--- src/hdl/bpr_mul.sv ---
// shared signed multiplier with registered product and saturating fixed point rescale
module bpr_mul #(
  parameter int unsigned FRAC_BITS = 20
) (
  input  logic               clk_i,
  input  logic               en_i,
  input  logic signed [31:0] a_i,
  input  logic signed [31:0] b_i,
  output logic signed [31:0] res_o,
  output logic               clip_o
);

  localparam logic signed [63:0] HI64 = 64'sd2147483647;
  localparam logic signed [63:0] LO64 = -64'sd2147483648;

  logic signed [63:0] prod_q;
  logic signed [63:0] scaled;

  always_ff @(posedge clk_i) begin
    if (en_i) begin
      prod_q <= 64'(a_i) * 64'(b_i);
    end
  end

  // arithmetic shift rounds toward minus infinity
  always_comb begin
    scaled = prod_q >>> FRAC_BITS;
    if (scaled > HI64) begin
      res_o  = 32'sh7fffffff;
      clip_o = 1'b1;
    end else if (scaled < LO64) begin
      res_o  = 32'sh80000000;
      clip_o = 1'b1;
    end else begin
      res_o  = scaled[31:0];
      clip_o = 1'b0;
    end
  end

endmodule

--- config.mk ---
export PLATFORM = sky130hd
export DESIGN_NAME = bpr_mul
export DESIGN_NICKNAME = d
export VERILOG_FILES = /design/src/hdl/bpr_mul.sv
export SDC_FILE = /design/constraint.sdc
export NUM_CORES = 2
export LEC_CHECK = 0
export ABC_AREA = 1
export BUFFER_PORTS_ARGS = -buffer_cell sky130_fd_sc_hd__buf_2
export CAP_MARGIN = 20
export CORE_ASPECT_RATIO = 0.5
export CORE_MARGIN = 4
export CORE_UTILIZATION = 67
export CTS_BUF_LIST = sky130_fd_sc_hd__clkbuf_4 sky130_fd_sc_hd__clkbuf_8 sky130_fd_sc_hd__clkbuf_16
export DETAILED_ROUTE_END_ITERATION = 7
export PLACE_DENSITY = 0.87
export SKIP_LAST_GASP = 1
export SYNTH_ARGS = -nofsm -noshare
export SYNTH_HDL_FRONTEND = slang
export SYNTH_SLANG_ARGS = --single-unit
--- constraint.sdc ---
create_clock -name clk_i -period 11.1 [get_ports clk_i]
set_clock_uncertainty 0.05 [all_clocks]
set_input_delay 2.22 -clock clk_i [delete_from_list [all_inputs] [get_ports clk_i]]
set_output_delay 2.22 -clock clk_i [all_outputs]
set_load 0.03 [all_outputs]
==> tab_implementation.tex <==
\begin{tabular}{lr}
\hline
Metric & Value \\
\hline
\multicolumn{2}{l}{\textbf{Global route}} \\
\quad Overall fraction of global-route tracks in use & 36.4\% \\
\quad Antenna violations before repair & 5 \\
\quad Number of global-route vias before repair & 35100 \\
\quad Wire length of the first global-routing pass & 180000 um \\
\quad Total global routing overflow & 0 \\
\quad Largest net degree at the start of global routing & 45 \\
\multicolumn{2}{l}{\textbf{Yosys}} \\
\quad Most used standard cell by instance count after synthesis & sky130\_fd\_sc\_hd\_\_inv\_1 \\
\quad Net count of the mapped netlist & 6276 \\
\quad Cell taking the most area after synthesis & sky130\_fd\_sc\_hd\_\_fa\_1 \\
\quad Share of the synthesized area in the top cell type & 54.7\% \\
\quad Main synth FF type & sky130\_fd\_sc\_hd\_\_edfxtp\_1 \\
\quad Cell area after synthesis & 0.0395 mm\^{}2 \\
\quad Post-synthesis sequential area ratio & 3.34\% \\
\quad Post-synth cell types & 34 \\
\quad Flops \& latches, synth & 44 \\
\quad Post-synth EDFFs & 44 \\
\quad Post-Synthesis Cells & 4949 \\
\quad Cell types with the highest counts after synthesis & sky130\_fd\_sc\_hd\_\_inv\_1 (1562), sky130\_fd\_sc\_hd\_\_nand2\_1 (1375), sky130\_fd\_sc\_hd\_\_fa\_1 (1081) \\
\quad Synthesis warning total & 0 \\
\quad Asr flop ratio synth & 0\% \\
\quad Synthesized area per cell & 7.99 um\^{}2 \\
\quad Leading post-synthesis cells by cell area & sky130\_fd\_sc\_hd\_\_fa\_1 (55\%), sky130\_fd\_sc\_hd\_\_inv\_1 (15\%), sky130\_fd\_sc\_hd\_\_nand2\_1 (13\%), sky130\_fd\_sc\_hd\_\_ha\_1 (5.7\%), sky130\_fd\_sc\_hd\_\_edfxtp\_1 (3.3\%) \\
\multicolumn{2}{l}{\textbf{Floorplanning}} \\
\quad Chip Width & 352 um \\
\quad Placement row count & 62 \\
\quad Chip Height & 180 um \\
\quad Top-Level Pins & 99 \\
\quad Area of the die & 0.0632 mm\^{}2 \\
\quad Core Box Area & 0.0579 mm\^{}2 \\
\quad Initial Util & 68.3\% \\
\multicolumn{2}{l}{\textbf{Finish}} \\
\quad Largest registers & prod\_q x44 \\
\quad Flip-flop count of the largest register, all copies and words added & 44 \\
\quad Layout cell share with drive strength beyond 1 & 3.84\% \\
\quad Fillcell total & 4338 \\
\quad Nets & 6202 \\
\quad Synth-to-Final Area Change & 2.69\% \\
\quad Register containing the most flip-flops in the final layout & prod\_q \\
\quad Number of standard cells in the layout, taps in and fillers out & 5649 \\
\multicolumn{2}{l}{\textbf{Routing}} \\
\quad Final wirelength & 109000 um \\
\quad Detail-routed via count per cell & 5.59 \\
\quad Remaining number of nets flagged by the antenna check after routing & 0 \\
\quad Drt drc & 0 \\
\quad 1st-iter DRT viols & 3551 \\
\quad Detailed-routing iteration count for the pre-antenna-repair pass & 6 \\
\quad Wirelength per Cell & 19.3 um \\
\quad Overall via count from detail\_route & 31600 \\
\multicolumn{2}{l}{\textbf{Setup path}} \\
\quad CP required & 11.10 ns \\
\quad Worst EP arrival & 10.08 ns \\
\quad CP endpoint kind & flip-flop \\
\quad Maximum net fanout on the critical path & 32 \\
\quad Type of origin of the critical path & input port \\
\quad Startpoint-to-endpoint class of the critical path & in2reg \\
\multicolumn{2}{l}{\textbf{Placed design}} \\
\quad Pre-CTS setup slack & 0.827 ns \\
\quad Placer's final routability congestion estimate & 0.975 \\
\quad Half-perimeter wire length after placement & 91900 um \\
\quad Total of buffers placed on input and output ports & 98 \\
\quad Count of placed standard cells including taps & 5634 \\
\multicolumn{2}{l}{\textbf{Flow run}} \\
\quad Max capacitance violation total & 0 \\
\multicolumn{2}{l}{\textbf{Clocking}} \\
\quad Deepest level of the CTS H-tree & 2 \\
\quad Clock transition time at the flip-flop clock pins of the worst setup and hold paths & 0.08 ns \\
\quad CTS Hold Buffers Added & 0 \\
\quad TritonCTS clock tree & built \\
\quad Clock Tree Root & sky130\_fd\_sc\_hd\_\_clkbuf\_16 \\
\quad CTS buffer count & 5 \\
\quad Number of buffers between clock root and the deepest sink & 2 \\
\quad Post-CTS Resized & 0 \\
\quad Post-CTS Setup Repair Bufs & 0 \\
\quad Total number of clock tree sinks & 44 \\
\multicolumn{2}{l}{\textbf{Timing}} \\
\quad Final count of pins violating max slew & 0 \\
\quad RSZ-0062 raised after global routing & false \\
\quad Transition time of the tightest slew-check pin & 0.992 ns \\
\quad Setup slack of the critical path after layout & 1.02 ns \\
\quad Final critical-path share of the clock period & 90.8\% \\
\quad Highest clock rate & 99.2 MHz \\
\quad Max\_slew headroom & 33.9\% \\
\quad Setup violators final & 0 \\
\quad Sum of negative setup slack & 0 ns \\
\quad Hold Vio Cnt, Final & 0 \\
\quad Time the worst path needs with I/O delays and setup & 10.08 ns \\
\multicolumn{2}{l}{\textbf{Outcome}} \\
\quad Result of the run & finished, final reports clean \\
\multicolumn{2}{l}{\textbf{Hold path}} \\
\quad Worst hold-check path type & in2reg \\
\hline
\end{tabular}
[cell families after synthesis]
family                   count (synthesis)  share of synthesized area, %
AND/OR/NAND/NOR                       1653                          16.3
AO/OA/AOI/OAI                          168                          2.23
flip-flops                              44                          3.34
buffers and inverters                 1795                          17.1
XOR/XNOR                                28                         0.620
adder cells (fa/ha/maj)               1261                          60.4
[critical path, stage by stage]
cell and delay, ns:
sky130_fd_sc_hd__buf_2 0.55, sky130_fd_sc_hd__nand2_1 0.22, sky130_fd_sc_hd__inv_1 0.14, sky130_fd_sc_hd__fa_1 0.44
sky130_fd_sc_hd__inv_1 0.28, sky130_fd_sc_hd__fa_1 0.48, sky130_fd_sc_hd__inv_1 0.27, sky130_fd_sc_hd__fa_1 0.51
sky130_fd_sc_hd__inv_1 0.09, sky130_fd_sc_hd__fa_1 0.54, sky130_fd_sc_hd__inv_1 0.56, sky130_fd_sc_hd__fa_1 0.56
sky130_fd_sc_hd__fa_1 0.55, sky130_fd_sc_hd__inv_1 0.06, sky130_fd_sc_hd__fa_1 0.49, sky130_fd_sc_hd__inv_1 0.06
sky130_fd_sc_hd__fa_1 0.47, sky130_fd_sc_hd__ha_1 0.41, sky130_fd_sc_hd__nand2_1 0.15, sky130_fd_sc_hd__nor2_1 0.21
sky130_fd_sc_hd__inv_1 0.09, sky130_fd_sc_hd__nor2_1 0.17, sky130_fd_sc_hd__nand2_1 0.10, sky130_fd_sc_hd__nor4_1 0.17
sky130_fd_sc_hd__nand2_1 0.12, sky130_fd_sc_hd__nand4_1 0.09, sky130_fd_sc_hd__nand2_1 0.06
[metal layers]
layer	GRT usage [%]	wire [um]	part of all wire (%)
met1	49.1	39700	36
met2	58.6	51500	47
met3	7.75	13500	12
met4	14.1	4570	4.2
met5	0	0	0
[final timing paths]
check    from    endpoint  slack (ns)  cells past startpoint
max    b_i[6]  prod_q[57]        1.02                     27
min      en_i  prod_q[20]        2.53                      2
[area by class of cell]
| type | instances | area, um^2 | share of cell area [%] |
|---|---|---|---|
| timing repair buffer | 118 | 656 | 1.61 |
| inverter | 1596 | 5990 | 14.8 |
| clock inverter | 3 | 47.5 | 0.117 |
| sequential | 44 | 1320 | 3.25 |
| antenna | 5 | 12.5 | 0.0308 |
| tap | 768 | 961 | 2.37 |
| clock buffer | 5 | 125 | 0.308 |
| multi-input combinational | 3110 | 31500 | 77.6 |
[cells in the final DEF, fill, tap and decap left out]
| cell | instances |
|---|---|
| sky130_fd_sc_hd__a21oi_1 | 93 |
| sky130_fd_sc_hd__edfxtp_1 | 44 |
| sky130_fd_sc_hd__fa_1 | 1081 |
| sky130_fd_sc_hd__buf_4 | 18 |
| sky130_fd_sc_hd__diode_2 | 5 |
| sky130_fd_sc_hd__nor4_1 | 4 |
| sky130_fd_sc_hd__and2_1 | 1 |
| sky130_fd_sc_hd__inv_1 | 1562 |
| sky130_fd_sc_hd__clkbuf_16 | 5 |
| sky130_fd_sc_hd__o21a_1 | 3 |
| sky130_fd_sc_hd__nand2_1 | 1375 |
| sky130_fd_sc_hd__xor2_1 | 19 |
| sky130_fd_sc_hd__nand3b_1 | 3 |
| sky130_fd_sc_hd__nand3_1 | 65 |
| sky130_fd_sc_hd__nand2_2 | 4 |
| sky130_fd_sc_hd__nor2_2 | 9 |
| sky130_fd_sc_hd__and3_1 | 1 |
| sky130_fd_sc_hd__nor2_1 | 154 |
| sky130_fd_sc_hd__o21ai_0 | 47 |
| sky130_fd_sc_hd__nand2b_1 | 1 |
| sky130_fd_sc_hd__buf_8 | 2 |
| sky130_fd_sc_hd__clkinv_1 | 1 |
| sky130_fd_sc_hd__a21o_1 | 3 |
| sky130_fd_sc_hd__o21bai_2 | 1 |
| sky130_fd_sc_hd__nor3_1 | 6 |
| sky130_fd_sc_hd__or2_2 | 10 |
| sky130_fd_sc_hd__nor4_2 | 1 |
| sky130_fd_sc_hd__bufinv_16 | 1 |
| sky130_fd_sc_hd__nand4_1 | 17 |
| sky130_fd_sc_hd__o21bai_1 | 8 |
| sky130_fd_sc_hd__buf_2 | 98 |
| sky130_fd_sc_hd__nor3_2 | 2 |
| sky130_fd_sc_hd__inv_2 | 33 |
| sky130_fd_sc_hd__o31ai_4 | 1 |
| sky130_fd_sc_hd__a21boi_1 | 1 |
| sky130_fd_sc_hd__o21ai_1 | 11 |
| sky130_fd_sc_hd__clkinv_4 | 2 |
| sky130_fd_sc_hd__ha_1 | 180 |
| sky130_fd_sc_hd__xnor2_1 | 9 |
[stage by stage]
stage          hold slack [ns]  utilization [%]  area, um^2
2_1_floorplan             2.28                -       39500
6_report                  2.53             70.2       40600
3_5_place_dp              2.75             69.8       40400
4_1_cts                   2.54             70.1       40600
3_3_place_gp              2.74             69.8       40400
5_1_grt                   2.56             70.2       40600
Power is left out: the tool's default activity adds up to more than one toggle a clock period on the data nets, which glitch-free logic cannot reach.
