### config.mk
export PLATFORM = sky130hd
export DESIGN_NAME = bpr_seq
export DESIGN_NICKNAME = d
export VERILOG_FILES = /design/src/hdl/bpr_pkg.sv /design/src/hdl/bpr_seq.sv
export SDC_FILE = /design/constraint.sdc
export NUM_CORES = 1
export LEC_CHECK = 0
export ABC_AREA = 1
export ABC_CLOCK_PERIOD_IN_PS = 1700
export BUFFER_PORTS_ARGS = -buffer_cell sky130_fd_sc_hd__buf_2
export CAP_MARGIN = 20
export CORE_AREA = 2 2 39 41
export CTS_CLUSTER_SIZE = 40
export DETAILED_ROUTE_END_ITERATION = 8
export DIE_AREA = 0 0 41 43
export HOLD_SLACK_MARGIN = 0.08
export PLACE_DENSITY_LB_ADDON = 0.3
export SYNTH_ARGS = -nofsm -noshare
export SYNTH_HDL_FRONTEND = slang
export SYNTH_SLANG_ARGS = --single-unit
### constraint.sdc
create_clock -name clk_i -period 1.7 [get_ports clk_i]
set_clock_uncertainty 0.15 [all_clocks]
set_input_delay 0.255 -clock clk_i [delete_from_list [all_inputs] [get_ports clk_i]]
set_output_delay 0.255 -clock clk_i [all_outputs]
set_load 0.02 [all_outputs]
### src/hdl/bpr_pkg.sv
// shared types, codes and saturation helpers for the bilinear plasticity return map
package bpr_pkg;

  localparam int unsigned WORD_W  = 32;
  localparam int unsigned MOD_W   = 31;
  localparam int unsigned RATIO_W = 21;
  localparam int unsigned CFG_IDX_W = 3;

  localparam logic signed [33:0] SAT_HI = 34'sd2147483647;
  localparam logic signed [33:0] SAT_LO = -34'sd2147483648;

  typedef enum logic [1:0] {
    OP_TRIAL  = 2'd0,
    OP_COMMIT = 2'd1,
    OP_REVERT = 2'd2,
    OP_CLEAR  = 2'd3
  } op_e;

  typedef enum logic [CFG_IDX_W-1:0] {
    CFG_ELASTIC   = 3'd0,
    CFG_YIELD     = 3'd1,
    CFG_HARD_FRAC = 3'd2,
    CFG_KIN_SHARE = 3'd3,
    CFG_HARD_MOD  = 3'd4,
    CFG_INV_MOD   = 3'd5,
    CFG_TOL       = 3'd6
  } cfg_idx_e;

  typedef enum logic [3:0] {
    ST_IDLE,
    ST_INCR,
    ST_MUL0,
    ST_STRESS,
    ST_SHIFT,
    ST_MAG,
    ST_FUNC,
    ST_CHECK,
    ST_DP,
    ST_TAN,
    ST_CORR,
    ST_BH,
    ST_BH2,
    ST_BACK,
    ST_FIN,
    ST_MISC
  } step_e;

  typedef enum logic [3:0] {
    MS_NONE,
    MS_E_INCR,
    MS_ONE_HP,
    MS_HARD_PL,
    MS_F_INV,
    MS_E_H,
    MS_E_DP,
    MS_BETA_HP,
    MS_T2_DP
  } mul_sel_e;

  typedef struct packed {
    step_e    step;
    mul_sel_e mul_sel;
    logic     mul_en;
    logic     load_out;
  } ctl_t;

  typedef struct packed {
    logic start;
    logic op_trial;
    logic incr_zero;
    logic yield_hit;
    logic out_free;
  } stat_t;

  typedef struct packed {
    logic [1:0]        opcode;
    logic signed [31:0] total_strain;
  } in_t;

  typedef struct packed {
    logic signed [31:0] stress_out;
    logic [30:0]        tangent_out;
    logic               yielded;
    logic               saturated;
  } out_t;

  function automatic logic signed [31:0] sat32(input logic signed [33:0] v);
    logic signed [31:0] res;
    if (v > SAT_HI) begin
      res = 32'sh7fffffff;
    end else if (v < SAT_LO) begin
      res = 32'sh80000000;
    end else begin
      res = v[31:0];
    end
    return res;
  endfunction

  function automatic logic clip32(input logic signed [33:0] v);
    return (v > SAT_HI) || (v < SAT_LO);
  endfunction

endpackage

### src/hdl/bpr_seq.sv
// sequencer that steps one transaction through the shared multiplier
module bpr_seq (
  input  logic          clk_i,
  input  logic          rst_ni,
  input  bpr_pkg::stat_t stat_i,
  output bpr_pkg::ctl_t  ctl_o
);

  bpr_pkg::step_e state_q;
  bpr_pkg::step_e state_d;

  always_ff @(posedge clk_i or negedge rst_ni) begin
    if (!rst_ni) begin
      state_q <= bpr_pkg::ST_IDLE;
    end else begin
      state_q <= state_d;
    end
  end

  always_comb begin
    state_d        = state_q;
    ctl_o.step     = state_q;
    ctl_o.mul_sel  = bpr_pkg::MS_NONE;
    ctl_o.load_out = 1'b0;
    unique case (state_q)
      bpr_pkg::ST_IDLE: begin
        if (stat_i.start) begin
          state_d = stat_i.op_trial ? bpr_pkg::ST_INCR : bpr_pkg::ST_MISC;
        end
      end
      bpr_pkg::ST_INCR: begin
        state_d = stat_i.incr_zero ? bpr_pkg::ST_FIN : bpr_pkg::ST_MUL0;
      end
      bpr_pkg::ST_MUL0: begin
        ctl_o.mul_sel = bpr_pkg::MS_E_INCR;
        state_d       = bpr_pkg::ST_STRESS;
      end
      bpr_pkg::ST_STRESS: begin
        ctl_o.mul_sel = bpr_pkg::MS_ONE_HP;
        state_d       = bpr_pkg::ST_SHIFT;
      end
      bpr_pkg::ST_SHIFT: begin
        state_d = bpr_pkg::ST_MAG;
      end
      bpr_pkg::ST_MAG: begin
        ctl_o.mul_sel = bpr_pkg::MS_HARD_PL;
        state_d       = bpr_pkg::ST_FUNC;
      end
      bpr_pkg::ST_FUNC: begin
        state_d = bpr_pkg::ST_CHECK;
      end
      bpr_pkg::ST_CHECK: begin
        if (stat_i.yield_hit) begin
          ctl_o.mul_sel = bpr_pkg::MS_F_INV;
          state_d       = bpr_pkg::ST_DP;
        end else begin
          state_d = bpr_pkg::ST_FIN;
        end
      end
      bpr_pkg::ST_DP: begin
        ctl_o.mul_sel = bpr_pkg::MS_E_H;
        state_d       = bpr_pkg::ST_TAN;
      end
      bpr_pkg::ST_TAN: begin
        ctl_o.mul_sel = bpr_pkg::MS_E_DP;
        state_d       = bpr_pkg::ST_CORR;
      end
      bpr_pkg::ST_CORR: begin
        ctl_o.mul_sel = bpr_pkg::MS_BETA_HP;
        state_d       = bpr_pkg::ST_BH;
      end
      bpr_pkg::ST_BH: begin
        state_d = bpr_pkg::ST_BH2;
      end
      bpr_pkg::ST_BH2: begin
        ctl_o.mul_sel = bpr_pkg::MS_T2_DP;
        state_d       = bpr_pkg::ST_BACK;
      end
      bpr_pkg::ST_BACK: begin
        state_d = bpr_pkg::ST_FIN;
      end
      bpr_pkg::ST_FIN, bpr_pkg::ST_MISC: begin
        if (stat_i.out_free) begin
          ctl_o.load_out = 1'b1;
          state_d        = bpr_pkg::ST_IDLE;
        end
      end
    endcase
    ctl_o.mul_en = (ctl_o.mul_sel != bpr_pkg::MS_NONE);
  end

endmodule

==> impl_metrics.py <==
metrics = {
    "run_status": {
        "outcome": "finished with violations",
        "violations": "setup timing",
    },
    "clocking": {
        "cts-root-buf": "clkbuf_4",
        "cts_sinks": 4,
        "cts_tree": "built",
        "clockBufferDepth": 2,
        "numCtsBuffers": 3,
        "clk_latency_ns": 0.23,
        "clk_pin_slew_ns": 0.04,
        "h-tree-depth": 1,
    },
    "floorplan": {
        "core_region_area_mm2": 0.00138,
        "dieArea_mm2": 0.00176,
        "top_level_ports": 17,
        "die_h_um": 43,
        "rows": 14,
        "start_util_pct": 32.5,
        "die-width_um": 41,
    },
    "synthesis": {
        "synth_top_family_by_area": "simple AND/OR/NAND/NOR gates",
        "synthMuxAreaShare_pct": 0,
        "synth_seq_cells": 4,
        "synthTopCellsByArea": "dfrtp_1 22%, nor2_1 18%, nand2_1 13%",
        "synth-async-reset-ratio_pct": 100,
        "synth_area_leader_cell": "dfrtp_1",
        "synth_top_area_share_pct": 22.3,
        "synthXorXnorAreaFrac_pct": 0,
        "synth_ff_type": "dfrtp_1",
        "netlist_instances": 77,
        "synthDistinctLibCells": 18,
        "ys_top_cells_by_count": "21 x nor2_1, 16 x nand2_1, 7 x nand3_1, 6 x inv_1, 5 x nor2_2",
        "synth_adder_area_share_pct": 0,
        "synth_simple_gate_area_share_pct": 65.2,
        "yosysMostFrequentCell": "nor2_1",
        "syn_area_per_cell_um2": 5.83,
        "synth_edf_count": 0,
        "synth.net_count": 84,
        "synth_area_um2": 449,
        "ys_seq_area_share_pct": 22.3,
        "ys_warn_count": 0,
        "synth_compound_area_share_pct": 3.90,
    },
    "sta": {
        "finalSetupViolCount": 4,
        "final-hold-violation-count": 0,
        "rsz0062_at_grt": "true",
        "period_share_pct": 107,
        "fin_crit_ns": 1.82,
        "timing.fmax_mhz": 549,
        "fin_ws_ns": -0.123,
        "slew_headroom_pct": 84.0,
        "slew_violations": 0,
        "worstMarginPinSlew_ns": 0.239,
    },
    "power_and_ir_drop": {
        "swShare_pct": 53.9,
        "leakage_nw": 0.388,
        "powerDensity_mw_per_mm2": 2540,
        "p_int_w": 0.000843,
        "p_comb_share_pct": 79.6,
        "power_switching_w": 0.000986,
        "vdd_drop_max_mv": 1.05,
        "p_seq_share_pct": 14.1,
        "p_clk_share_pct": 6.3,
    },
    "grt": {
        "antenna_found_initial": 0,
        "grt_pass1_wl_um": 2100,
        "grt.total_usage_pct": 17.1,
        "grt_pass1_vias": 522,
        "grt_start_max_net_pins": 9,
        "overflow": 0,
    },
    "hold_path": {
        "hp-class": "primary input to flip-flop",
        "worstHoldPathCells": 3,
        "worstHoldEndpoint": "state_q[3]$_DFFE_PN0P_",
        "hold_start": "stat_i[4]",
    },
    "critical_path": {
        "cp_max_fo": 6,
        "crit_path_end_kind": "primary output",
        "path_class": "flip-flop to primary output",
        "crit_path_start_kind": "flip-flop",
        "reg2reg_depth": 8,
        "rrSetupSlack_ns": 0.21,
        "rr_startpoint": "state_q[2]$_DFFE_PN0P_",
        "critPathArrivalTime_ns": 1.42,
        "reg2reg_to": "state_q[2]$_DFFE_PN0P_",
        "cp.required_ns": 1.29,
    },
    "placement": {
        "place_congestion": 0.838,
        "placed_cells": 113,
        "dp_hpwl_um": 962,
        "portBuffers": 16,
    },
    "final_layout": {
        "fin_cells": 123,
        "drive_gt1_share_pct": 54.2,
        "diodes": 0,
        "fillers": 136,
        "largest-register": "state_q",
        "final_util_pct": 52.0,
        "largest_reg_flops": 4,
        "area_growth_pct": 60.2,
        "top_regs": "state_q x4",
        "nNetsFinal": 116,
    },
    "route": {
        "drtIter0Drc": 19,
        "wl_um": 1500,
        "drc": 0,
        "vias_per_cell": 5.10,
        "wire_per_inst_um": 12.2,
        "vias": 627,
        "ant_nets": 0,
        "dr.pass1.iters": 4,
    },
    "job": {
        "cap_violations": 0,
    },
}
## metal layers
| layer | routed length [um] | vias to the layer above | part of all wire [%] | GRT usage (%) |
|---|---|---|---|---|
| met5 | 0 | - | 0 | 0 |
| met3 | 103 | 4 | 6.9 | 1.57 |
| met4 | 8 | 0 | 0.53 | 4.00 |
| li1 | - | 302 | - | - |
| met1 | 560 | 284 | 37 | 22.8 |
| met2 | 826 | 37 | 55 | 28.4 |
## timing repair
item                                   4_1_cts  5_1_grt
endpoints found under the hold margin        4        0
pin swaps                                    4        2
hold buffers                                 1        0
buffers inserted                             4        2
resized for setup                           12        9
setup endpoints to repair                    4        4
## power groups by stage
stage / Clock, W / Sequential (W) / Combinational (W)
after floorplan: 0 / 0.000302 / 0.000717
after global placement: 0 / 0.000241 / 0.00113
after detailed placement: 0 / 0.000241 / 0.00112
after CTS: 0.000118 / 0.000251 / 0.00129
after global routing: 0.000125 / 0.000263 / 0.00157
final: 0.000116 / 0.000258 / 0.00146
## worst max-delay path, cell delays in order, from the launching register on
cell	delay, ns
dfrtp_2	0.45
nand2_4	0.12
clkinv_4	0.08
nor2_4	0.14
nor2_4	0.05
nor2_4	0.11
buf_4	0.11
buf_6	0.10
## how the worst max path moves through the flow
stage / slack [ns] / cells after the start / start / to
floorplan: 0.01 / 7 / state_q[0]$_DFFE_PN0P_ / ctl_o[1]
global route: -0.18 / 8 / state_q[3]$_DFFE_PN0P_ / ctl_o[1]
detailed placement: 0.05 / 7 / state_q[3]$_DFFE_PN0P_ / ctl_o[1]
CTS: -0.09 / 8 / state_q[2]$_DFFE_PN0P_ / ctl_o[1]
finish: -0.12 / 7 / state_q[0]$_DFFE_PN0P_ / ctl_o[4]
global placement: 0.06 / 7 / state_q[1]$_DFFE_PN0P_ / ctl_o[1]
## cells by family after synthesis
logic type             after synthesis
DFF                                  4
AOI/OAI and AO/OA                    3
buffers and inverters               10
and+or+nand+nor                     60
## cells in the final DEF (no fill, tap or decap), types with 2 or more instances in the layout
master    synthesis  layout
nor2_1           21      18
buf_4             0      11
nor3_2            2       2
nand2_2           3       5
dfrtp_2           0       4
inv_1             6       5
nor2_2            5       4
buf_6             0       2
clkbuf_4          0       3
inv_2             3       4
nand3_2           2       2
nor2_4            0       4
nand3_1           7       7
buf_2             0      13
nand2_1          16      14
## layout make-up
class,instances,area [um^2],area share (%)
Clock buffer,3,22.5,3.13
Inverter,10,42.5,5.91
Multi-Input combinational cell,63,349,48.5
Sequential cell,4,105,14.6
Tap cell,16,20.0,2.78
Timing Repair Buffer,27,180,25.0
## stage by stage
stage | hold WS (ns) | cell area, um^2 | setup slack [ns] | power (W) | setup TNS, ns
after floorplan | -0.191 | 454 | 0.0131 | 0.00102 | 0
after global placement | -0.0884 | 584 | 0.0601 | 0.00137 | 0
after detailed placement | -0.0891 | 584 | 0.0516 | 0.00137 | 0
after CTS | 0.159 | 674 | -0.0922 | 0.00166 | -0.207
after global routing | 0.192 | 719 | -0.184 | 0.00196 | -0.646
final | 0.162 | 719 | -0.123 | 0.00183 | -0.412
Note: power is estimated with default switching activity, not from simulation.
